[config.mk]
export PLATFORM = sky130hd
export DESIGN_NAME = cvmp_ram
export DESIGN_NICKNAME = d
export VERILOG_FILES = /design/src/hw/rtl/assert_macros.svh /design/src/hw/rtl/cvmp_ram.sv
export SDC_FILE = /design/constraint.sdc
export NUM_CORES = 1
export LEC_CHECK = 0
export ABC_AREA = 1
export BUFFER_PORTS_ARGS = -buffer_cell sky130_fd_sc_hd__buf_2
export CORE_AREA = 2 2 216 133
export DETAILED_ROUTE_END_ITERATION = 8
export DIE_AREA = 0 0 218 135
export GPL_ROUTABILITY_DRIVEN = 0
export PLACE_DENSITY = 0.56
export SLEW_MARGIN = 20
export SYNTH_ARGS = -nofsm -noshare
export SYNTH_HDL_FRONTEND = slang
export SYNTH_SLANG_ARGS = --single-unit
export TNS_END_PERCENT = 20
[constraint.sdc]
create_clock -name clock -period 2.85 [get_ports clock]
set_input_delay 0.57 -clock clock [delete_from_list [all_inputs] [get_ports clock]]
set_output_delay 0.57 -clock clock [all_outputs]
set_load 0.01 [all_outputs]
[src/hw/rtl/assert_macros.svh]
// Assertion macros shared by the conv/pool stream block.
`ifndef ASSERT_MACROS_SVH
`define ASSERT_MACROS_SVH

// Same-cycle implication check.
`define CVMP_ASSERT_IMPLY(label, clk, rst, ante, cons) \
   label: assert property (@(posedge clk) disable iff (rst) (ante) |-> (cons)) \
      else $error("same-cycle implication check failed");

// Next-cycle implication check.
`define CVMP_ASSERT_NEXT(label, clk, rst, ante, cons) \
   label: assert property (@(posedge clk) disable iff (rst) (ante) |=> (cons)) \
      else $error("next-cycle implication check failed");

`endif

[src/hw/rtl/cvmp_ram.sv]
// Generic single-write, single-read RAM with registered read data.
module cvmp_ram #(
   parameter int WIDTH = 8,
   parameter int DEPTH = 32
) (
   input  logic                     clock,
   input  logic                     wr_en,
   input  logic [$clog2(DEPTH)-1:0] wr_addr,
   input  logic [WIDTH-1:0]         wr_data,
   input  logic                     rd_en,
   input  logic [$clog2(DEPTH)-1:0] rd_addr,
   output logic [WIDTH-1:0]         rd_data
);
   logic [WIDTH-1:0] mem_ff [DEPTH];
   logic [WIDTH-1:0] rd_data_ff;

   always_ff @(posedge clock) begin
      if (wr_en) begin
         mem_ff[wr_addr] <= wr_data;
      end
      if (rd_en) begin
         rd_data_ff <= mem_ff[rd_addr];
      end
   end

   assign rd_data = rd_data_ff;
endmodule

==> Word level (Yosys, flattened, before mapping) <==
Memory sizes are Yosys's and may differ from the RTL's. A register that Yosys moved wholly into a read port is not among the register bits.
Index checks and enable logic that the tools add are counted.
{ "op_classes": {"muxes": 2} }
{ "ops": {"columns": ["operator", "n"], "rows": [
  ["$mux 1", 2]
]} }
{ "totals": {"reg_bits": 0, "mem_bits_rw": 256, "inputBits": 21, "output_inout_bits": 8, "word_cells": 3, "n_memories": 1} }
{ "mem_list": {"columns": ["name", "depth", "word_bits", "rd", "rd_ports_with_merged_regs", "wr", "line_no", "rtl"], "rows": [
  ["mem_ff", 32, 8, 1, 1, 1, "cvmp_ram.sv:14", "logic [WIDTH-1:0] mem_ff [DEPTH];"]
]} }

==> Longest topological paths before layout <==
{ "logic_depth": {"word_depth": 2, "mapped_depth": 11} }

==> Least setup slack after synthesis <==
Ideal clock, no wire load.
{ "synth_timing": {"path_kind": "input port to flip-flop", "startpoint": "input wr_addr[0]", "endpoint": "memory mem_ff[0][0] (enable)", "setup_ns": 0.370, "arrival_time_ns": 1.234, "required_ns": 2.480, "setup_slack_ns": 1.246, "stages": 3, "cell_sequence": "inv_1 -> nand3_1 -> nor2_1"} }
{ "synth_lines": {"columns": ["element", "line_no", "rtl"], "rows": [
  ["from (decl)", "cvmp_ram.sv:8", "input logic [$clog2(DEPTH)-1:0] wr_addr,"],
  ["to (decl)", "cvmp_ram.sv:14", null]
]} }
Straight into the memory's write port.

==> Final worst setup path <==
{ "layout_timing": {"startpoint": "input wr_addr[0]", "endpoint": "memory mem_ff[28][3] (enable)"} }
Straight into the memory's write port.

==> impl_metrics.env <==
export IMPL_fin_util=0.4479
export IMPL_ios=29
export IMPL_viasPerCell=5.277
export IMPL_gr_usage_met2=0.2626
export IMPL_synthDistinctLibCells=11
export IMPL_overflow=0
export IMPL_critPathMaxStageDelay_ps=780
export IMPL_post_route_min_period_ps=1858
export IMPL_drtPass1Iterations=5
export IMPL_path_max_fanout=8
export IMPL_ir_worst_vdd_mv=0.3860
export IMPL_insertion_delay_ps=540
export IMPL_syn_cell_area_sq_mm=0.01087
export IMPL_syn_avg_cell_area_sq_um=11.79
export IMPL_finalHoldViolCount=0
export IMPL_grt_use_met3=0.03896
export IMPL_status="finished, final reports clean"
export IMPL_die_h_um=135
export IMPL_p_per_area_mw_per_mm2=684.6
export IMPL_layout_commonest_cell="nand2_1"
export IMPL_fin_crit_sh=0.6518
export IMPL_required_ps=3020
export IMPL_setup_viol=0
export IMPL_groute_layer_met1_usage=0.3381
export IMPL_dp_hpwl_mm=17.26
export IMPL_cts_tree="done"
export IMPL_mostFrequentLayoutCells="360 x nand2_1, 264 x edfxtp_1, 204 x nand3_1"
export IMPL_ys_ff_latch=264
export IMPL_cts_resized=0
export IMPL_core_sq_mm=0.02729
export IMPL_cp_arrival_ps=2030
export IMPL_nets=979
export IMPL_syn_num_nets=943
export IMPL_cap_violations=0
export IMPL_min_path_type="in2reg"
export IMPL_yosysWarnings=0
export IMPL_antenna_found_initial=0
export IMPL_slew_violations=0
export IMPL_synthesis_instances=922
export IMPL_cts_buffers=25
export IMPL_crit_path_start_kind="input pin"
export IMPL_skew_ps=8.926
export IMPL_rsz0062_at_grt="no"
export IMPL_start_util=0.3982
export IMPL_drive_gt1_frac=0.1055
export IMPL_crit_chain="buf_2 > inv_1 > nand3_1 > nor2_1"
export IMPL_clock_path_buffers=3
export IMPL_dieArea_sq_mm=0.02943
export IMPL_wl_per_cell_um=21.42
export IMPL_yosys_area_top_type_share=0.7295
export IMPL_synth_top_cell_by_area="edfxtp_1"
export IMPL_setup_tns_ps=0
export IMPL_diodes=0
export IMPL_p_leak_nw=4.495
export IMPL_drt_total_wl_mm=28.77
export IMPL_path_class="in2reg"
export IMPL_portBuffers=28
export IMPL_grt_max_degree=129
export IMPL_syn_to_final_growth_pct=12.47
export IMPL_path_clk_slew_ps=70
export IMPL_cts_hold_buf=0
export IMPL_cts_setup_buffers=0
export IMPL_worst_pin_slew_ps=836.0
export IMPL_grt_pass1_wl_mm=43.05
export IMPL_grt_busiest_layer="met1"
export IMPL_timing_slew_headroom=0.4426
export IMPL_first_global_vias=6502
export IMPL_clock_fmax_mhz=538.3
export IMPL_die_width_um=218
export IMPL_cts_max_level=1
export IMPL_endpoint_kind="register"
export IMPL_initialDrtViolationCount=940
export IMPL_drc_errors=0
export IMPL_fp_row_count=47
export IMPL_ant_nets=0
export IMPL_final_cells=1343
export IMPL_yosysSeqAreaShare=0.7295
export IMPL_ys_top_cells_by_area="edfxtp_1 73%, nand2_1 12%, nand3_1 9.4%, buf_6 2.5%, nor2_1 1.1%"
export IMPL_clock_sinks=264
export IMPL_route_vias_total=7087
export IMPL_numPlacedInstances=1298
export IMPL_track_usage=0.1999
export IMPL_clockRootBuffer="clkbuf_16"
export IMPL_crit_path_top_delay_cell="nor2_1"
## power by group
group	internal [W]	leakage [nW]	switching (W)	total, W
Clock	0.00198	0.401	0.00149	0.00347
Combinational	0.000138	1.71	0.000407	0.000545
Sequential	0.00433	2.39	0.0000183	0.00435
Total	0.00645	4.50	0.00192	0.00837
## state kept, by name, indices dropped and copies added, names as in the netlist
register / cells
mem_ff: 256
rd_data: 8
## stage by stage
step           setup slack, ps  total power, W  hold slack [ps]  cell area [sq um]
2_1_floorplan             1246        0.004742            668.9              10870
3_3_place_gp             494.6        0.004978            828.4              11380
3_5_place_dp             472.3        0.004979            827.0              11380
4_1_cts                   1060        0.008410            388.3              12220
5_1_grt                  971.7        0.008625            384.5              12220
6_report                 992.3        0.008367            398.0              12220
## layer usage
layer	wire, um	up-vias
li1	-	3283
met1	14220	3445
met2	11400	330
met3	2790	29
met4	369	0
met5	0	-
## logic make-up after synthesis
logic type             Yosys count  share of synthesized area
buffers and inverters           62                    0.04111
flip-flops                     264                     0.7295
AND/OR/NAND/NOR                596                     0.2294
## worst max-delay path: cells and delay by family
kind | cells | cell delay, ps
simple gates | 2 | 1280
buf+inv | 2 | 170
## synth_stat cells
library cell / count
buf_1: 2
buf_2: 15
buf_4: 4
buf_6: 24
clkbuf_1: 7
edfxtp_1: 264
inv_1: 8
inv_2: 2
nand2_1: 360
nand3_1: 204
nor2_1: 32
## path summary, 6_finish.rpt
check,endpoint,slack (ps),cells after the start,startpoint
setup / recovery,mem_ff[28][3],990,4,wr_addr[0]
hold reg to reg,rd_data[1],850,8,mem_ff[2][1]
hold / removal,rd_data[2],400,1,rd_en
setup reg to reg,rd_data[3],1490,8,mem_ff[29][3]
## final cells by class
class	instances	area, sq um
fill	2567	15060
sequential	264	7928
multi-input combinational	596	2492
clock buffer	27	633.1
timing repair buffer	61	465.4
tap	367	459.2
clock inverter	18	203.9
inverter	10	40.04
(Power assumes the default switching activity.)
