`src/hw/rtl/assert_macros.svh`:
```
// Assertion macros shared by the conv/pool stream block.
`ifndef ASSERT_MACROS_SVH
`define ASSERT_MACROS_SVH

// Same-cycle implication check.
`define CVMP_ASSERT_IMPLY(label, clk, rst, ante, cons) \
   label: assert property (@(posedge clk) disable iff (rst) (ante) |-> (cons)) \
      else $error("same-cycle implication check failed");

// Next-cycle implication check.
`define CVMP_ASSERT_NEXT(label, clk, rst, ante, cons) \
   label: assert property (@(posedge clk) disable iff (rst) (ante) |=> (cons)) \
      else $error("next-cycle implication check failed");

`endif

```
`src/hw/rtl/cvmp_pkg.sv`:
```
// Shared constants, types and helper functions of the conv/pool stream block.
package cvmp_pkg;

   localparam int IMAGE_SIZE = 28;
   localparam int HALF_SIZE  = IMAGE_SIZE / 2;
   localparam int COL_W      = $clog2(IMAGE_SIZE);
   localparam int HALF_W     = COL_W - 1;
   localparam int CNT_W      = $clog2(IMAGE_SIZE + 1);

   localparam int PIX_W      = 8;
   localparam int TAP_W      = 8;
   localparam int BIAS_W     = 16;
   localparam int PROD_W     = 16;
   localparam int ROWSUM_W   = 18;
   localparam int ACC_W      = 20;
   localparam int NUM_TAPS   = 9;
   localparam int IDX_W      = 4;
   localparam int POOL_W     = 2 * PIX_W;

   localparam int CSR_IDX_W  = 3;
   localparam int CSR_DATA_W = 64;

   localparam logic [PIX_W-1:0] PIX_MAX = 8'd255;

   typedef enum logic [CSR_IDX_W-1:0] {
      CSR_KERNEL0  = 3'd0,
      CSR_KERNEL1  = 3'd1,
      CSR_LAST     = 3'd2,
      CSR_BIAS0    = 3'd3,
      CSR_BIAS1    = 3'd4
   } csr_idx_type;

   typedef logic signed [TAP_W-1:0] tap_type;

   typedef struct packed {
      logic [NUM_TAPS-1:0][TAP_W-1:0] taps0;
      logic [NUM_TAPS-1:0][TAP_W-1:0] taps1;
      logic [BIAS_W-1:0]              bias0;
      logic [BIAS_W-1:0]              bias1;
   } coef_type;

   // one row pass for the back end
   typedef struct packed {
      logic [COL_W-1:0] row;     // conv row to compute
      logic [1:0]       slot;    // line slot holding that row
      logic             emit;    // burst pooled row after the pass
      logic             second;  // follow with a pass of the next row
   } row_job_type;

   typedef struct packed {
      logic             en;
      logic [1:0]       slot;
      logic [COL_W-1:0] col;
      logic [PIX_W-1:0] data;
   } line_wr_type;

   function automatic logic [1:0] slot_next(input logic [1:0] s);
      return (s == 2'd2) ? 2'd0 : s + 2'd1;
   endfunction

   function automatic logic [1:0] slot_prev(input logic [1:0] s);
      return (s == 2'd0) ? 2'd2 : s - 2'd1;
   endfunction

   function automatic logic signed [PROD_W-1:0] mul_px(input logic [PIX_W-1:0] p,
                                                       input tap_type t);
      logic signed [PIX_W+TAP_W:0] full;
      full = $signed({1'b0, p}) * t;
      return full[PROD_W-1:0];
   endfunction

   function automatic logic [PIX_W-1:0] clamp_px(input logic signed [ACC_W-1:0] a);
      logic [PIX_W-1:0] r;
      if (a < 0) begin
         r = '0;
      end else if (a > 255) begin
         r = PIX_MAX;
      end else begin
         r = a[PIX_W-1:0];
      end
      return r;
   endfunction

   function automatic logic [PIX_W-1:0] max_px(input logic [PIX_W-1:0] a,
                                               input logic [PIX_W-1:0] b);
      return (a > b) ? a : b;
   endfunction

   function automatic logic [IDX_W-1:0] idx_row(input logic [COL_W-1:0] y);
      logic [COL_W+IDX_W-1:0] ext;
      ext = {{IDX_W{1'b0}}, y};
      return ext[IDX_W:1];
   endfunction

   function automatic logic [IDX_W-1:0] idx_col(input logic [HALF_W-1:0] p);
      logic [HALF_W+IDX_W-1:0] ext;
      ext = {{IDX_W{1'b0}}, p};
      return ext[IDX_W-1:0];
   endfunction

endpackage

```
`src/hw/rtl/cvmp_if.sv`:
```
// Stream and register-write channel interfaces of the conv/pool block.
interface cvmp_req_if;
   import cvmp_pkg::*;
   logic             valid;
   logic             ready;
   logic [PIX_W-1:0] pixel;
   modport source (output valid, output pixel, input ready);
   modport sink (input valid, input pixel, output ready);
endinterface


```
`src/hw/rtl/cvmp_front.sv`:
```
// Front end: takes pixels, tracks raster position, writes lines, queues row passes.
`include "assert_macros.svh"
module cvmp_front (
   input  logic                   clock,
   input  logic                   reset,
   cvmp_req_if.sink               req_chan,
   input  logic                   q_empty,
   input  logic                   lines_free,
   output logic                   push,
   output cvmp_pkg::row_job_type  push_job,
   output cvmp_pkg::line_wr_type  line_wr
);
   import cvmp_pkg::*;

   logic [COL_W-1:0] col_ff, col_in;
   logic [COL_W-1:0] row_ff, row_in;
   logic [1:0]       slot_ff, slot_in;
   logic             acc;
   logic             row_done;
   logic             last_row;

   assign req_chan.ready = q_empty && lines_free;
   assign acc      = req_chan.valid && req_chan.ready;
   assign row_done = (col_ff == COL_W'(IMAGE_SIZE - 1));
   assign last_row = (row_ff == COL_W'(IMAGE_SIZE - 1));

   assign line_wr.en   = acc;
   assign line_wr.slot = slot_ff;
   assign line_wr.col  = col_ff;
   assign line_wr.data = req_chan.pixel;

   // row r done: compute conv row r-1, burst if it is odd; last row adds row r
   assign push            = acc && row_done && (row_ff != '0);
   assign push_job.row    = row_ff - COL_W'(1);
   assign push_job.slot   = slot_prev(slot_ff);
   assign push_job.emit   = !row_ff[0];
   assign push_job.second = last_row;

   always_comb begin
      col_in  = col_ff;
      row_in  = row_ff;
      slot_in = slot_ff;
      if (acc) begin
         if (row_done) begin
            col_in = '0;
            if (last_row) begin
               row_in  = '0;
               slot_in = 2'd0;
            end else begin
               row_in  = row_ff + COL_W'(1);
               slot_in = slot_next(slot_ff);
            end
         end else begin
            col_in = col_ff + COL_W'(1);
         end
      end
   end

   always_ff @(posedge clock) begin
      if (reset) begin
         col_ff  <= '0;
         row_ff  <= '0;
         slot_ff <= 2'd0;
      end else begin
         col_ff  <= col_in;
         row_ff  <= row_in;
         slot_ff <= slot_in;
      end
   end

   `CVMP_ASSERT_NEXT(a_stall_after_push, clock, reset, push, !req_chan.ready)
endmodule

```
`src/flat_wrapper.sv`:
```
// flat-port wrapper written by rule: the top's interface ports become plain ports
module cvmp_front_flat import cvmp_pkg::*;
  (clock, reset, q_empty, lines_free, push, push_job, line_wr, req_chan_valid, req_chan_pixel, req_chan_ready);
  cvmp_req_if req_chan_i ();
  input  logic clock;
  input  logic reset;
  input  logic q_empty;
  input  logic lines_free;
  output logic push;
  output cvmp_pkg::row_job_type push_job;
  output cvmp_pkg::line_wr_type line_wr;
  input wire logic [$bits(req_chan_i.valid)-1:0] req_chan_valid;
  input wire logic [$bits(req_chan_i.pixel)-1:0] req_chan_pixel;
  output wire logic [$bits(req_chan_i.ready)-1:0] req_chan_ready;
  assign req_chan_i.valid = req_chan_valid;
  assign req_chan_i.pixel = req_chan_pixel;
  assign req_chan_ready = req_chan_i.ready;
  cvmp_front u_core (.clock(clock), .reset(reset), .req_chan(req_chan_i), .q_empty(q_empty), .lines_free(lines_free), .push(push), .push_job(push_job), .line_wr(line_wr));
endmodule
```
`config.mk`:
```
export PLATFORM = sky130hd
export DESIGN_NAME = cvmp_front_flat
export DESIGN_NICKNAME = d
export VERILOG_FILES = /design/src/hw/rtl/cvmp_pkg.sv /design/src/hw/rtl/cvmp_if.sv /design/src/hw/rtl/cvmp_front.sv /design/src/flat_wrapper.sv
export VERILOG_INCLUDE_DIRS = /design/src /design/src/hw/rtl
export SDC_FILE = /design/constraint.sdc
export NUM_CORES = 1
export LEC_CHECK = 0
export BUFFER_PORTS_ARGS = -buffer_cell sky130_fd_sc_hd__buf_4
export CAP_MARGIN = 20
export CORE_UTILIZATION = 45
export DETAILED_ROUTE_END_ITERATION = 16
export PLACE_DENSITY = 0.76
export SETUP_SLACK_MARGIN = 0.15
export SYNTH_ARGS = -nofsm -noshare
export SYNTH_HDL_FRONTEND = slang
export SYNTH_SLANG_ARGS = --single-unit
```
`constraint.sdc`:
```
create_clock -name clock -period 1.7 [get_ports clock]
set_input_delay 0.34 -clock clock [delete_from_list [all_inputs] [get_ports clock]]
set_output_delay 0.34 -clock clock [all_outputs]
set_load 0.02 [all_outputs]
```
Word-level counts from Yosys, hierarchy flattened
Index checks and enable logic that the tools add are counted.

Mux-type cells: 5. Equal/unequal tests: 3. Reduce and logical (&&, ||, !) cells: 8. Add/subtract/negate cells: 5.

Operator list (number): adder 5 x 1 -> 5 bit (second input constant) (2); == test 5 bit (second input constant) (2); two-way mux 5 bit (2); two-way mux 2 bit (3); nonzero test 5 bit (1); subtractor 5 x 1 -> 5 bit (second input constant) (1); logical AND 1 bit (4); adder 2 x 1 -> 2 bit (second input constant) (1); == test 2 bit (second input constant) (1); logical NOT 2 bit (1); AND reduction 2 bit (1); subtractor 2 x 1 -> 2 bit (second input constant) (1); logical NOT 1 bit (1).

Bits in registers: 12. Bits of input ports: 13. Word-level logic and storage cells: 24. Output and inout port bits: 27.

Logic depth before layout (Yosys ltp)
Word-level depth: 4. Gate-level depth with buffers: 5.

Worst setup path after synthesis
OpenSTA, ideal clock, no wires.

Path kind: register to output. From: reg u_core.col_ff[0]. To: out push. Stages on the path, launching flop included: 6. Data arrival time: 1.669 ns. Path buffers: 1. Data required time: 1.360 ns. Path slack: -0.309 ns. Cell sequence: dfxtp_1 > ha_1 > and4_2 > clkbuf_1 > nand2_1 > a31oi_1.

Longest elaborated chain between the ends: 3.

Ends and longest elaborated chain: start: declaration (line cvmp_front.sv:15) `logic [COL_W-1:0] col_ff, col_in;`; start signal: assignment (line cvmp_front.sv:65) `col_ff <= col_in;`; == test 5 bit (line cvmp_front.sv:24) `assign row_done = (col_ff == COL_W'(IMAGE_SIZE - 1));`; logical AND 1 bit (2 in series) (line cvmp_front.sv:33) `assign push = acc && row_done && (row_ff != '0);`; end: declaration (line flat_wrapper.sv:9) `output logic push;`.

Every way passes these cells.

Final worst setup path
From: reg u_core.col_ff[1]. To: out push.

The elaborated chain is that of the path after synthesis.

==> summary.txt <==
Clocking
  – CTS Hold Bufs: 0
  – Clock root cell: clkbuf_4
  – CTS tree: yes
  – CTS Buf Count: 3
  – CTS Buffer Depth: 2
  – H-tree Lvls: 1
  – Worst skew pair latency: around 270 ps
  – Sink Count: 12
  – CTS clk-pin slew, worst paths: around 80 ps

STA
  – Max Freq: between 600 and 700 MHz
  – RSZ-0062 raised after global routing: yes
  – WHS: roughly 320 ps
  – Least-Margin Pin Slew: 250.4 ps
  – Post-route minimum period: around 1600 ps
  – Final TNS setup: 0 ps
  – Slew headroom: 0.8328
  – Part of the cycle the worst path needs: 0.9656
  – Max-slew violations: 0
  – Fin Clk Skew: between 6 and 7 ps
  – Final Hold Vio Count: 0
  – Count of final setup violators: 0

Global route
  – GR Overflow Total: 0
  – Vias in the first global route: between 600 and 700
  – Initial antenna violation count: 0
  – Largest net degree at the start of global routing: 14
  – All-layer global routing usage: 0.1854
  – First-pass GRT wire length: between 2000 and 3000 µm

Setup path
  – WP data required: ~1400 ps
  – Worst Setup SP: u_core.col_ff[1]
  – CP Max Fanout: 2
  – Reg-to-Reg End: u_core.row_ff[4]
  – Max incr delay on CP: 360 ps
  – CP arrival: ~1300 ps
  – CP Cell Sequence: ha_4 -> and4_4 -> nand2_4 -> a31oi_4 -> buf_6
  – Crit. End Element: primary output
  – Worst R2R Setup Slack: between 200 and 300 ps
  – Startpoint Class: register
  – Slowest CP cell: dfxtp_4
  – Setup crit end: push
  – Register-to-Register Path Depth: 5
  – RR Startpoint: u_core.col_ff[1]
  – Worst setup path class: register to primary output

Cells and area
  – Layout area overhead: 37.41%
  – Final nets: approximately 150
  – Filler instances: about 170
  – Post-route insts no fill: between 150 and 200
  – Number of diodes: 0
  – Share of layout cells above drive strength 1: 0.4803

Drt
  – Drt drc: 0
  – Vias per inst: between 5 and 6
  – Drt total wl: about 1800 µm
  – DRT Pass-1 Iters: 3
  – DRT iter0 DRCs: 12
  – Final ANT Viol Nets: 0
  – Routed length per instance: roughly 12 µm
  – Via count: ~800

Flow run
  – Max cap viols: 0

Power
  – P_leak: roughly 0.50 nW
  – Power density cells: between 400 and 500 nW/µm²
  – Worst VDD drop: around 0.5 mV

Logic synthesis
  – Synthesized area per cell: ~8.3 µm²
  – Netlist Area Pre-Place: around 860 µm²
  – Syn. warnings: 0
  – Top FF cell, synth: dfxtp_1
  – Yosys top cell area share: 0.2795
  – Seq cells post-synth: 12
  – Top cell type by total area after synthesis: dfxtp_1
  – Syn nets: around 120
  – EDFF count, synth: 0
  – Asr flop ratio synth: 0
  – Netlist cell types: 32
  – Ranking of synthesized cells by area: dfxtp_1, buf_4, ha_1
  – Post-Synthesis Cells: roughly 100
  – Register area share after synthesis: 0.2795

Floorplanning
  – Die span in y: 45.71 µm
  – # rows: 15
  – Die Footprint: ~2100 µm²
  – Initial Util: 0.4872
  – Io pins: 40
  – Die W: ~46 µm
  – CORE AREA: 1764 µm²

Placed design
  – GPL Wtd Cong: ~0.77
  – Placed insts: 140
  – Port Buffer Count: 23
  – Hpwl dp: roughly 1300 µm

Min path
  – Hold Path Depth: 2
  – Hold Crit Class: input port to register
  – Worst hold start: reset

Outcome
  – Status: finished clean
-- how the worst min path moves through the flow --
stage,to
after CTS,u_core.col_ff[1]
after global placement,u_core.col_ff[1]
after floorplan,u_core.col_ff[3]
after detailed placement,u_core.col_ff[1]
final,u_core.col_ff[1]
after global routing,u_core.col_ff[1]
-- report_power, final --
| group | internal, W | leakage (nW) | switching (W) |
|---|---|---|---|
| logic | 0.0000158 | 0.381 | 0.0000203 |
| registers | 0.000277 | 0.102 | 0.00000141 |
| clock network | 0.0000906 | 0.0150 | 0.0000936 |
| total | 0.000383 | 0.499 | 0.000115 |
-- state kept, by name, summed over array words and instances, names as in the netlist --
signal	flops
u_core.col_ff	5
u_core.row_ff	5
u_core.slot_ff	2
-- final cells by class --
| cell class | count | area, µm² | area share |
|---|---|---|---|
| Clock buffer | 4 | 26.28 | 0.02225 |
| Multi-Input combinational cell | 65 | 545.5 | 0.4619 |
| Tap cell | 25 | 31.28 | 0.02648 |
| Timing Repair Buffer | 34 | 266.5 | 0.2256 |
| Inverter | 12 | 50.05 | 0.04237 |
| Sequential cell | 12 | 261.5 | 0.2214 |
-- critical path, delay by kind of cell (launching register included) --
kind | cells | cell delay, ps
adders and majority gates | 1 | 130
and+or+nand+nor | 2 | 270
AOI/OAI and AO/OA | 1 | 140
buffers and inverters | 1 | 130
DFF | 1 | 360
-- layer usage --
metal | track usage | part of all wire | vias to the layer above
li1 | - | - | 398
met1 | 0.2306 | 0.43 | 364
met2 | 0.3229 | 0.52 | 20
met3 | 0.03175 | 0.044 | 0
met4 | 0.05882 | 0 | 0
met5 | 0 | 0 | -
-- Yosys cell counts, types with 2 or more instances --
cell type / count
xnor2_1: 2
o21ai_0: 5
o31ai_1: 2
dfxtp_1: 12
buf_4: 12
nand4b_1: 2
nand4_1: 5
ha_1: 7
clkbuf_1: 2
a21oi_1: 12
inv_1: 12
nand2_1: 9
nand3_1: 3
-- stage by stage --
stage / util / power [W] / area [µm²] / setup WS (ps)
3_3_place_gp: 0.5738 / 0.0003218 / 1012 / 238.6
5_1_grt: 0.6695 / 0.0005213 / 1181 / 12.93
4_1_cts: 0.6270 / 0.0005084 / 1106 / 39.66
6_report: 0.6695 / 0.0004986 / 1181 / 58.50
2_1_floorplan: - / 0.0003339 / 907.1 / 155.3
3_5_place_dp: 0.5738 / 0.0003223 / 1012 / 206.7
-- cell usage in the layout, fill, tap and decap left out, types with 4 or more instances in the layout --
| master | synthesis | final |
|---|---|---|
| buf_4 | 12 | 31 |
| ha_1 | 7 | 4 |
| o21ai_0 | 5 | 5 |
| a21oi_1 | 12 | 12 |
| inv_1 | 12 | 10 |
| nand2_1 | 9 | 8 |
| dfxtp_2 | 0 | 5 |
| dfxtp_4 | 0 | 4 |
| nand4_1 | 5 | 5 |
-- repair_timing --
action	CTS	global route
gates resized for setup	14	12
buffers inserted	3	5
endpoints found under the setup margin	6	8
pin swaps	1	2
cloned	0	0
-- logic make-up (layout without fill, tap and decap cells) --
logic type      after synthesis  count (layout)  synth area share
xor+xnor                      3               3           0.03057
simple gates                 30              30            0.2344
buf+inv                      27              50            0.1820
compound gates               25              25            0.1718
flops                        12              12            0.2795
fa+ha+maj                     7               7            0.1019
Note: power is estimated with default switching activity, not from simulation.
