===== config.mk =====
export PLATFORM = sky130hd
export DESIGN_NAME = cvmp_job_fifo
export DESIGN_NICKNAME = d
export VERILOG_FILES = /design/src/hw/rtl/cvmp_pkg.sv /design/src/hw/rtl/cvmp_job_fifo.sv
export VERILOG_INCLUDE_DIRS = /design/src /design/src/hw/rtl
export SDC_FILE = /design/constraint.sdc
export NUM_CORES = 1
export LEC_CHECK = 0
export BUFFER_PORTS_ARGS = -buffer_cell sky130_fd_sc_hd__buf_2
export CORE_MARGIN = 5
export CORE_UTILIZATION = 50
export CTS_CLUSTER_DIAMETER = 120
export DETAILED_ROUTE_END_ITERATION = 10
export PLACE_DENSITY = 0.83
export SETUP_SLACK_MARGIN = 0.2
export SLEW_MARGIN = 20
export SYNTH_ARGS = -nofsm -noshare
export SYNTH_HDL_FRONTEND = slang
export SYNTH_SLANG_ARGS = --single-unit

===== constraint.sdc =====
create_clock -name clock -period 3.5 [get_ports clock]
set_input_delay 0.7 -clock clock [delete_from_list [all_inputs] [get_ports clock]]
set_output_delay 0.7 -clock clock [all_outputs]
set_load 0.01 [all_outputs]

===== src/hw/rtl/assert_macros.svh =====
// Assertion macros shared by the conv/pool stream block.
`ifndef ASSERT_MACROS_SVH
`define ASSERT_MACROS_SVH

// Same-cycle implication check.
`define CVMP_ASSERT_IMPLY(label, clk, rst, ante, cons) \
   label: assert property (@(posedge clk) disable iff (rst) (ante) |-> (cons)) \
      else $error("same-cycle implication check failed");

// Next-cycle implication check.
`define CVMP_ASSERT_NEXT(label, clk, rst, ante, cons) \
   label: assert property (@(posedge clk) disable iff (rst) (ante) |=> (cons)) \
      else $error("next-cycle implication check failed");

`endif


===== src/hw/rtl/cvmp_pkg.sv =====
// Shared constants, types and helper functions of the conv/pool stream block.
package cvmp_pkg;

   localparam int IMAGE_SIZE = 28;
   localparam int HALF_SIZE  = IMAGE_SIZE / 2;
   localparam int COL_W      = $clog2(IMAGE_SIZE);
   localparam int HALF_W     = COL_W - 1;
   localparam int CNT_W      = $clog2(IMAGE_SIZE + 1);

   localparam int PIX_W      = 8;
   localparam int TAP_W      = 8;
   localparam int BIAS_W     = 16;
   localparam int PROD_W     = 16;
   localparam int ROWSUM_W   = 18;
   localparam int ACC_W      = 20;
   localparam int NUM_TAPS   = 9;
   localparam int IDX_W      = 4;
   localparam int POOL_W     = 2 * PIX_W;

   localparam int CSR_IDX_W  = 3;
   localparam int CSR_DATA_W = 64;

   localparam logic [PIX_W-1:0] PIX_MAX = 8'd255;

   typedef enum logic [CSR_IDX_W-1:0] {
      CSR_KERNEL0  = 3'd0,
      CSR_KERNEL1  = 3'd1,
      CSR_LAST     = 3'd2,
      CSR_BIAS0    = 3'd3,
      CSR_BIAS1    = 3'd4
   } csr_idx_type;

   typedef logic signed [TAP_W-1:0] tap_type;

   typedef struct packed {
      logic [NUM_TAPS-1:0][TAP_W-1:0] taps0;
      logic [NUM_TAPS-1:0][TAP_W-1:0] taps1;
      logic [BIAS_W-1:0]              bias0;
      logic [BIAS_W-1:0]              bias1;
   } coef_type;

   // one row pass for the back end
   typedef struct packed {
      logic [COL_W-1:0] row;     // conv row to compute
      logic [1:0]       slot;    // line slot holding that row
      logic             emit;    // burst pooled row after the pass
      logic             second;  // follow with a pass of the next row
   } row_job_type;

   typedef struct packed {
      logic             en;
      logic [1:0]       slot;
      logic [COL_W-1:0] col;
      logic [PIX_W-1:0] data;
   } line_wr_type;

   function automatic logic [1:0] slot_next(input logic [1:0] s);
      return (s == 2'd2) ? 2'd0 : s + 2'd1;
   endfunction

   function automatic logic [1:0] slot_prev(input logic [1:0] s);
      return (s == 2'd0) ? 2'd2 : s - 2'd1;
   endfunction

   function automatic logic signed [PROD_W-1:0] mul_px(input logic [PIX_W-1:0] p,
                                                       input tap_type t);
      logic signed [PIX_W+TAP_W:0] full;
      full = $signed({1'b0, p}) * t;
      return full[PROD_W-1:0];
   endfunction

   function automatic logic [PIX_W-1:0] clamp_px(input logic signed [ACC_W-1:0] a);
      logic [PIX_W-1:0] r;
      if (a < 0) begin
         r = '0;
      end else if (a > 255) begin
         r = PIX_MAX;
      end else begin
         r = a[PIX_W-1:0];
      end
      return r;
   endfunction

   function automatic logic [PIX_W-1:0] max_px(input logic [PIX_W-1:0] a,
                                               input logic [PIX_W-1:0] b);
      return (a > b) ? a : b;
   endfunction

   function automatic logic [IDX_W-1:0] idx_row(input logic [COL_W-1:0] y);
      logic [COL_W+IDX_W-1:0] ext;
      ext = {{IDX_W{1'b0}}, y};
      return ext[IDX_W:1];
   endfunction

   function automatic logic [IDX_W-1:0] idx_col(input logic [HALF_W-1:0] p);
      logic [HALF_W+IDX_W-1:0] ext;
      ext = {{IDX_W{1'b0}}, p};
      return ext[IDX_W-1:0];
   endfunction

endpackage


===== src/hw/rtl/cvmp_job_fifo.sv =====
// Two-entry queue of row passes between front and back end.
`include "assert_macros.svh"
module cvmp_job_fifo (
   input  logic                  clock,
   input  logic                  reset,
   input  logic                  push,
   input  cvmp_pkg::row_job_type push_job,
   input  logic                  pop,
   output logic                  empty,
   output cvmp_pkg::row_job_type head
);
   import cvmp_pkg::*;

   row_job_type slot_ff [2];
   logic        wr_ptr_ff, wr_ptr_in;
   logic        rd_ptr_ff, rd_ptr_in;
   logic [1:0]  cnt_ff, cnt_in;

   assign empty = (cnt_ff == 2'd0);
   assign head  = slot_ff[rd_ptr_ff];

   always_comb begin
      wr_ptr_in = push ? !wr_ptr_ff : wr_ptr_ff;
      rd_ptr_in = pop ? !rd_ptr_ff : rd_ptr_ff;
      cnt_in    = cnt_ff + {1'b0, push} - {1'b0, pop};
   end

   always_ff @(posedge clock) begin
      if (push) begin
         slot_ff[wr_ptr_ff] <= push_job;
      end
      if (reset) begin
         wr_ptr_ff <= 1'b0;
         rd_ptr_ff <= 1'b0;
         cnt_ff    <= 2'd0;
      end else begin
         wr_ptr_ff <= wr_ptr_in;
         rd_ptr_ff <= rd_ptr_in;
         cnt_ff    <= cnt_in;
      end
   end

   `CVMP_ASSERT_IMPLY(a_no_overflow, clock, reset, push, cnt_ff != 2'd2)
   `CVMP_ASSERT_IMPLY(a_no_underflow, clock, reset, pop, cnt_ff != 2'd0)
endmodule


Word level (Yosys, flattened, before mapping)
Memory sizes are Yosys's and may differ from the RTL's. A register that Yosys moved wholly into a read port is not among the register bits.
Cells that the tools add are included.
Storage, ports and cells
  bits in writable memories: 18
  output and inout bits: 10
  logic and storage cells: 13
  memories kept: 1
  flip-flop bits (word level): 4
Memory list
  slot_ff: depth 2, width 9, rd ports 1, clocked after Yosys merged registers in 1, wr ports 1, RTL line cvmp_job_fifo.sv:14  | row_job_type slot_ff [2];
Cells by class
  reductions and logical operators: 3
  add/subtract/negate cells: 2
  mux-type cells: 4
Operators with widths (count)
  two-way mux 1 bit: 4
  adder 2 x 1 -> 2 bit: 1
  zero test 1 bit: 2
  zero test 2 bit: 1
  subtractor 2 x 1 -> 2 bit: 1

Logic depth before layout (Yosys ltp)
Gate-level depths: netlist (run 1).
  depth after elaboration: 3
  depth in mapped cells: 6
  mapped depth without buffers: 6

Worst setup path after synthesis (run 1)
No wires, ideal clock.
  kind: input-to-reg
  from: input push
  to: memory slot_ff[0][0] (netlist name), enable pin
  cell stages on the path: 1
  slack: 1961 ps
  data required time: 3125 ps
  path buffers: 0
  data arrival time: 1164 ps
  cells stage by stage: nor2b_1
On the way
  longest elaborated chain between the ends: 2
Ends and longest elaborated chain
  start, declared: RTL line cvmp_job_fifo.sv:6  | input logic push,
  two-way mux 1 bit: RTL line cvmp_job_fifo.sv:29  | if (push) begin
  two-way mux 1 bit (implied by the code): RTL line cvmp_job_fifo.sv:30  | slot_ff[wr_ptr_ff] <= push_job;
  end, declared: RTL line cvmp_job_fifo.sv:14
No other way between the ends.

==> metrics.csv, run 1 <==
stage,metric,value,unit
logic_synthesis,register area share after synthesis,74.5,%
worst_setup_path,CP Cell Sequence,mux2_2 > buf_2,
power_and_ir_drop,pwr/cell area,515,nW/µm²
clock_tree,clock sinks,23,
logic_synthesis,most common cell in the netlist,edfxtp_1,
sta,relative slew slack,43.9,%
logic_synthesis,Main synth FF type,edfxtp_1,
logic_synthesis,asr flop ratio synth,0,%
global_routing,vias in the first global route,483,
layout,synth-to-layout area growth,17.5,%
layout,n_diodes,0,
die,Die W,51.5,µm
placed_design,DP Area,983,µm²
sta,RSZ-0062 raised after global routing,no,
die,Core ar.,1690,µm²
logic_synthesis,Post-Syn Area per Cell,17.9,µm²
detailed_routing,TritonRoute pass-1 iters,2,
sta,setup violators final,0,
worst_setup_path,CP max stage delay,0.56,ns
die,num ports,23,
logic_synthesis,Post-synth EDFFs,18,
power_and_ir_drop,Leak,0.402,nW
global_routing,grt total ovfl,0,
flow_run,total of max-cap violations,0,
clock_tree,post_cts resized,0,
worst_setup_path,Reg2Reg Depth,1,
worst_hold_path,Worst Hold Class,flop to flop,
logic_synthesis,most frequent cells after synthesis,"edfxtp_1, mux2_2, dfxtp_1, nor2_1",
die,Die Ht,51.5,µm
sta,final worst slack,1.44,ns
sta,Max Clk Rate,0.485,GHz
sta,post-route clock skew,0.00327,ns
logic_synthesis,post-synthesis cell count,48,
clock_tree,total clock buffers created by CTS,3,
clock_tree,Hold Buf Count CTS,0,
clock_tree,postcts setup bufs,0,
layout,nets,89,
sta,Total Neg Setup Slack,0,ns
worst_setup_path,"delay-heaviest family, CP",flip-flops,
logic_synthesis,flop and latch count out of synthesis,23,
layout,fraction of layout cells with a size suffix above 1,46.6,%
worst_setup_path,critical path arrival,1.36,ns
worst_setup_path,kind of end point of the critical path,output port,
logic_synthesis,synthesized cell area,860,µm²
clock_tree,H-tree levels,1,
worst_setup_path,Critical Path End,head[8],
sta,Least-Margin Pin Slew,0.839,ns
clock_tree,TritonCTS clock tree,built,
worst_setup_path,"Slowest-stage cell, CP",dfxtp_1,
clock_tree,CTS max path bufs,2,
detailed_routing,Final ANT Viol Nets,0,
global_routing,Total Routing Usage GR,11.1,%
logic_synthesis,post-synth top area share,62.9,%
logic_synthesis,"top cells by area, synth","edfxtp_1, mux2_2, dfxtp_1",
layout,"Design Area, Final",1010,µm²
sta,"Hold Vio Cnt, Final",0,
die,Starting Density,50.9,%
logic_synthesis,Mapped Nets,63,
placed_design,IO buf count,22,
logic_synthesis,Yosys cell types,11,
worst_setup_path,Buf/Inv on CP,1,
clock_tree,Worst-path clk slew,0.11,ns
worst_setup_path,Worst setup SP type,flop,
detailed_routing,Residual DRC,0,
worst_setup_path,r2r startpoint,wr_ptr_ff,
sta,final critical-path share of the clock period,58.9,%
worst_setup_path,"Max FO, Critical Path",9,
worst_setup_path,Critical Path Stages,2,
die,die area,2650,µm²
sta,"Slew Viols, Final",0,
logic_synthesis,warnings from Yosys,0,
detailed_routing,vias per inst,4.99,
global_routing,first-pass GRT wire length,2190,µm
global_routing,initial antenna violation count,0,
detailed_routing,DR iter-0 viols,5,
power_and_ir_drop,Tot Pwr,520,µW
worst_setup_path,Crit Path Class,flop to output port,
clock_tree,Worst-Skew Late Latency,0.29,ns
placed_design,DP Worst Slack,1.61,ns
clock_tree,clock tree root buffer cell,clkbuf_4,
worst_setup_path,Worst EP required,2.80,ns
worst_setup_path,r2r setup slk,2.14,ns
placed_design,routability cong.,0.634,
detailed_routing,Vias,449,
logic_synthesis,cell taking the most area after synthesis,edfxtp_1,
global_routing,largest net degree at the start of global routing,13,
power_and_ir_drop,Peak VDD IR,0.264,mV
sta,WHS,0.532,ns
die,# rows,15,
status,status,"complete, no violations",
worst_setup_path,Reg2Reg Capture Point,slot_ff[0][7],
detailed_routing,routed wire length,1260,µm
sta,minimum clock period,2.06,ns
detailed_routing,wire per inst,14.0,µm
placed_design,Final HPWL DP,960,µm
report_power, final:
group	total, mW	internal (mW)	switching [mW]
combinational	0.0779	0.0438	0.0342
sequential	0.328	0.317	0.0110
clock	0.114	0.0442	0.0696
worst min path at each step:
stage                      from             to  slack [ns]  depth (start not counted)
floorplan             rd_ptr_ff           flop        0.48                          2
global placement      rd_ptr_ff      rd_ptr_ff        0.49                          2
detailed placement    rd_ptr_ff           flop        0.51                          2
CTS                   rd_ptr_ff           flop        0.54                          2
global route        push_job[6]  slot_ff[1][6]        0.57                          1
finish                rd_ptr_ff           flop        0.53                          2
tightest hold or removal path: stages (launching register included):
cell	delay (ns)
dfxtp_1	0.35
xnor2_1	0.08
nor2_1	0.07
layer usage:
metal	up-vias	wire (µm)	global-route usage (%)	part of all wire [%]
met1	211	492	14.5	39
met4	0	5	2.62	0.40
met2	13	680	18.4	54
met5	-	0	0	0
met3	2	81	2.92	6.4
li1	223	-	-	-
cell usage in the layout, fill, tap and decap left out:
cell,count
nor2_1,5
clkbuf_4,3
ha_1,2
and2_1,1
nor2b_1,2
xnor3_1,1
edfxtp_1,18
xnor2_1,2
mux2_2,9
clkbuf_1,1
dfxtp_1,5
inv_1,2
buf_2,22
state kept, by name (all words and copies together) (netlist names), named ones only:
name	count
cnt_ff	2
slot_ff	18
wr_ptr_ff	1
rd_ptr_ff	1
metrics by stage:
| stage | cells | utilization [%] |
|---|---|---|
| global placement | 86 | 58.2 |
| global route | 90 | 59.8 |
| detailed placement | 86 | 58.2 |
| floorplan | 48 | - |
| finish | 90 | 59.8 |
| CTS | 90 | 59.8 |
cell type report:
class                           count  area (µm²)
Timing Repair Buffer               22         110
Clock buffer                        4        26.3
Tap cell                           17        21.3
Sequential cell                    23         641
Inverter                            2        7.51
Fill cell                         137         679
Multi-Input combinational cell     22         204
logic make-up (layout without fill, tap and decap cells):
logic type / after synthesis / after routing / synth area share, %
xor gates and xnor gates: 3 / 3 / 4.66
adders and majority gates: 2 / 2 / 2.91
buffers and inverters: 3 / 28 / 1.75
DFF: 23 / 23 / 74.5
muxes: 9 / 9 / 11.8
and+or+nand+nor: 8 / 8 / 4.37
Note: power is estimated with default switching activity, not from simulation.
==> run 2, diff against run 1 <==
--- a/config.mk
+++ b/config.mk
@@ -6,6 +6,7 @@
 export SDC_FILE = /design/constraint.sdc
 export NUM_CORES = 1
 export LEC_CHECK = 0
+export ABC_AREA = 1
 export BUFFER_PORTS_ARGS = -buffer_cell sky130_fd_sc_hd__buf_2
 export CORE_MARGIN = 5
 export CORE_UTILIZATION = 50
==> constraint.sdc (replaced) <==
create_clock -name clock -period 2.1 [get_ports clock]
set_input_delay 0.42 -clock clock [delete_from_list [all_inputs] [get_ports clock]]
set_output_delay 0.42 -clock clock [all_outputs]
set_load 0.01 [all_outputs]
==> run 2 against run 1 <==
Against the previous run:
- sequential cell count is the same
- final cell count is 21% higher
- area after synthesis is 5.5% higher
- critical path type unchanged
- clock power rose by 59%
- hold slack worse by 0.22 ns
- largest cell class unchanged
- count of clock-buffer cells in the layout is the same
- global-route usage down 0.75 points
- clock skew is 0.0030 ns lower
- highest routed layer is now met3
- synthesized cell count is 21% higher
- total power rose by 63%
- critical path depth unchanged
==> metrics.csv, run 2 <==
stage,metric,value,unit
worst_setup_path,Critical Path End,head[1],
layout,"commonest non-fill, non-tap cell in the layout",buf_2,
detailed_routing,TritonRoute pass-1 iters,2,
logic_synthesis,synthesized cell area,907,µm²
layout,max reg flops,18,
logic_synthesis,Yosys cell types,12,
worst_setup_path,critical path arrival,1.28,ns
power_and_ir_drop,Tot Pwr,849,µW
die,num ports,23,
clock_tree,Hold Buf Count CTS,0,
power_and_ir_drop,Psw,184,µW
worst_setup_path,Crit Path Class,flop to output port,
die,die area,2770,µm²
worst_setup_path,r2r startpoint,cnt_ff[0],
clock_tree,CTS max path bufs,2,
power_and_ir_drop,register share of total power,63.9,%
global_routing,Total Routing Usage GR,10.4,%
worst_setup_path,CP Cell Sequence,mux2_4 > buf_2,
layout,Top reg by flops,slot_ff,
clock_tree,clock sinks,23,
worst_setup_path,"Slowest-stage cell, CP",dfxtp_2,
placed_design,IO buf count,22,
logic_synthesis,post-synthesis cell count,58,
worst_setup_path,Worst EP required,1.68,ns
worst_setup_path,"delay-heaviest family, CP",flip-flops,
logic_synthesis,asr flop ratio synth,0,%
detailed_routing,Final ANT Viol Nets,0,
global_routing,first-pass GRT wire length,2040,µm
logic_synthesis,"top cells by area, synth","edfxtp_1, mux2_4, dfxtp_1",
status,status,"complete, no violations",
worst_setup_path,"Max FO, Critical Path",9,
die,Die Ht,52.6,µm
die,# rows,15,
layout,area of the multi-input gates,225,µm²
sta,final critical-path share of the clock period,81.2,%
clock_tree,H-tree levels,1,
layout,fraction of layout cells with a size suffix above 1,42.9,%
global_routing,largest net degree at the start of global routing,13,
placed_design,Final HPWL DP,1000,µm
sta,setup violators final,0,
logic_synthesis,Mapped Nets,73,
detailed_routing,DR iter-0 viols,8,
detailed_routing,routed wire length,1250,µm
clock_tree,postcts setup bufs,0,
logic_synthesis,Post-synth EDFFs,18,
detailed_routing,wire per inst,11.5,µm
worst_setup_path,Buf/Inv on CP,1,
worst_setup_path,kind of end point of the critical path,output port,
sta,relative slew slack,75.1,%
clock_tree,TritonCTS clock tree,built,
detailed_routing,Residual DRC,0,
layout,nets,100,
clock_tree,clock tree root buffer cell,clkbuf_4,
clock_tree,Worst-Skew Late Latency,0.28,ns
sta,minimum clock period,1.70,ns
placed_design,routability cong.,0.668,
detailed_routing,Vias,479,
clock_tree,total clock buffers created by CTS,3,
sta,Least-Margin Pin Slew,0.372,ns
sta,"Hold Vio Cnt, Final",0,
worst_setup_path,Reg2Reg Depth,8,
detailed_routing,vias per inst,4.39,
logic_synthesis,most common cell in the netlist,edfxtp_1,
die,Starting Density,52.5,%
power_and_ir_drop,pwr/cell area,792,nW/µm²
sta,RSZ-0062 raised after global routing,no,
worst_setup_path,Critical Path Stages,2,
power_and_ir_drop,Pint,666,µW
worst_setup_path,r2r setup slk,0.86,ns
power_and_ir_drop,Comb power frac,14.8,%
clock_tree,Worst-path clk slew,0.11,ns
logic_synthesis,Main synth FF type,edfxtp_1,
power_and_ir_drop,Peak VDD IR,0.389,mV
sta,Max Clk Rate,0.587,GHz
layout,Fillers,146,
die,Core ar.,1730,µm²
clock_tree,post_cts resized,1,
worst_hold_path,Worst Hold Class,input pin to flop,
logic_synthesis,flop and latch count out of synthesis,23,
global_routing,initial antenna violation count,0,
power_and_ir_drop,Switching Fraction,21.6,%
layout,most frequent cells in the layout,"buf_2, edfxtp_1, mux2_4",
worst_hold_path,Hold Crit Start,push_job[1],
flow_run,total of max-cap violations,0,
global_routing,vias in the first global route,496,
sta,post-route clock skew,0.000320,ns
global_routing,grt total ovfl,0,
sta,Total Neg Setup Slack,0,ns
worst_setup_path,CP max stage delay,0.52,ns
logic_synthesis,register area share after synthesis,70.6,%
power_and_ir_drop,Clk pwr share,21.3,%
sta,"Slew Viols, Final",0,
worst_setup_path,Worst setup SP type,flop,
logic_synthesis,warnings from Yosys,0,
logic_synthesis,Post-Syn Area per Cell,15.6,µm²
die,Die W,52.6,µm
layout,n_diodes,0,
layout,largest registers,"slot_ff x18, cnt_ff x2",
power_and_ir_drop,Leak,0.468,nW
sta,WHS,0.315,ns
logic_synthesis,most frequent cells after synthesis,"edfxtp_1, mux2_4, inv_1, nor2_1, dfxtp_1",
logic_synthesis,post-synth top area share,59.6,%
layout,synth-to-layout area growth,18.2,%
logic_synthesis,cell taking the most area after synthesis,edfxtp_1,
worst_setup_path,Reg2Reg Capture Point,cnt_ff[1],
layout,Register Area,642,µm²
## run 2: cells by family after synthesis
family | share of synthesized area (%)
AND/OR/NAND/NOR | 5.65
multiplexers | 14.9
flip-flops | 70.6
adder cells (fa/ha/maj) | 2.76
AO/OA/AOI/OAI | 0.551
XOR/XNOR | 0.966
buffers and inverters | 4.55
## run 2: how the worst min path moves through the flow
| stage | slack [ns] | end | cells after the start |
|---|---|---|---|
| after floorplan | 0.48 | flop | 2 |
| after global placement | 0.50 | wr_ptr_ff | 2 |
| after detailed placement | 0.50 | flop | 2 |
| after CTS | 0.30 | slot_ff[1][4] | 1 |
| after global routing | 0.29 | slot_ff[0][4] | 1 |
| final | 0.31 | slot_ff[1][1] | 1 |
## run 2: final cells by class
cell class	count	area share, %
Clock buffer	4	2.45
Inverter	8	2.80
Sequential cell	23	59.9
Multi-Input combinational cell	26	21.0
Tap cell	25	2.92
Timing Repair Buffer	23	11.0
## run 2: metrics by stage
step / worst slack, ns / instances / instance area [µm²] / utilization (%)
finish: 0.395 / 109 / 1070 / 62.1
global route: 0.322 / 109 / 1070 / 62.1
CTS: 0.375 / 109 / 1070 / 62.1
detailed placement: 0.527 / 105 / 1040 / 60.5
global placement: 0.551 / 105 / 1040 / 60.5
floorplan: 0.848 / 58 / 907 / -
## run 2: power groups by stage
| stage | Clock (mW) | Sequential [mW] | Combinational, mW |
|---|---|---|---|
| floorplan | 0 | 0.541 | 0.0931 |
| global placement | 0 | 0.551 | 0.125 |
| detailed placement | 0 | 0.553 | 0.129 |
| CTS | 0.191 | 0.543 | 0.129 |
| global route | 0.207 | 0.547 | 0.143 |
| finish | 0.181 | 0.542 | 0.126 |
## run 2: metal layers
metal / GRT usage [%] / routed length [µm] / up-vias
met3: 2.85 / 75 / 0
met2: 19.4 / 689 / 14
met5: 0 / 0 / -
li1: - / - / 248
met4: 3.83 / 0 / 0
met1: 10.8 / 489 / 217
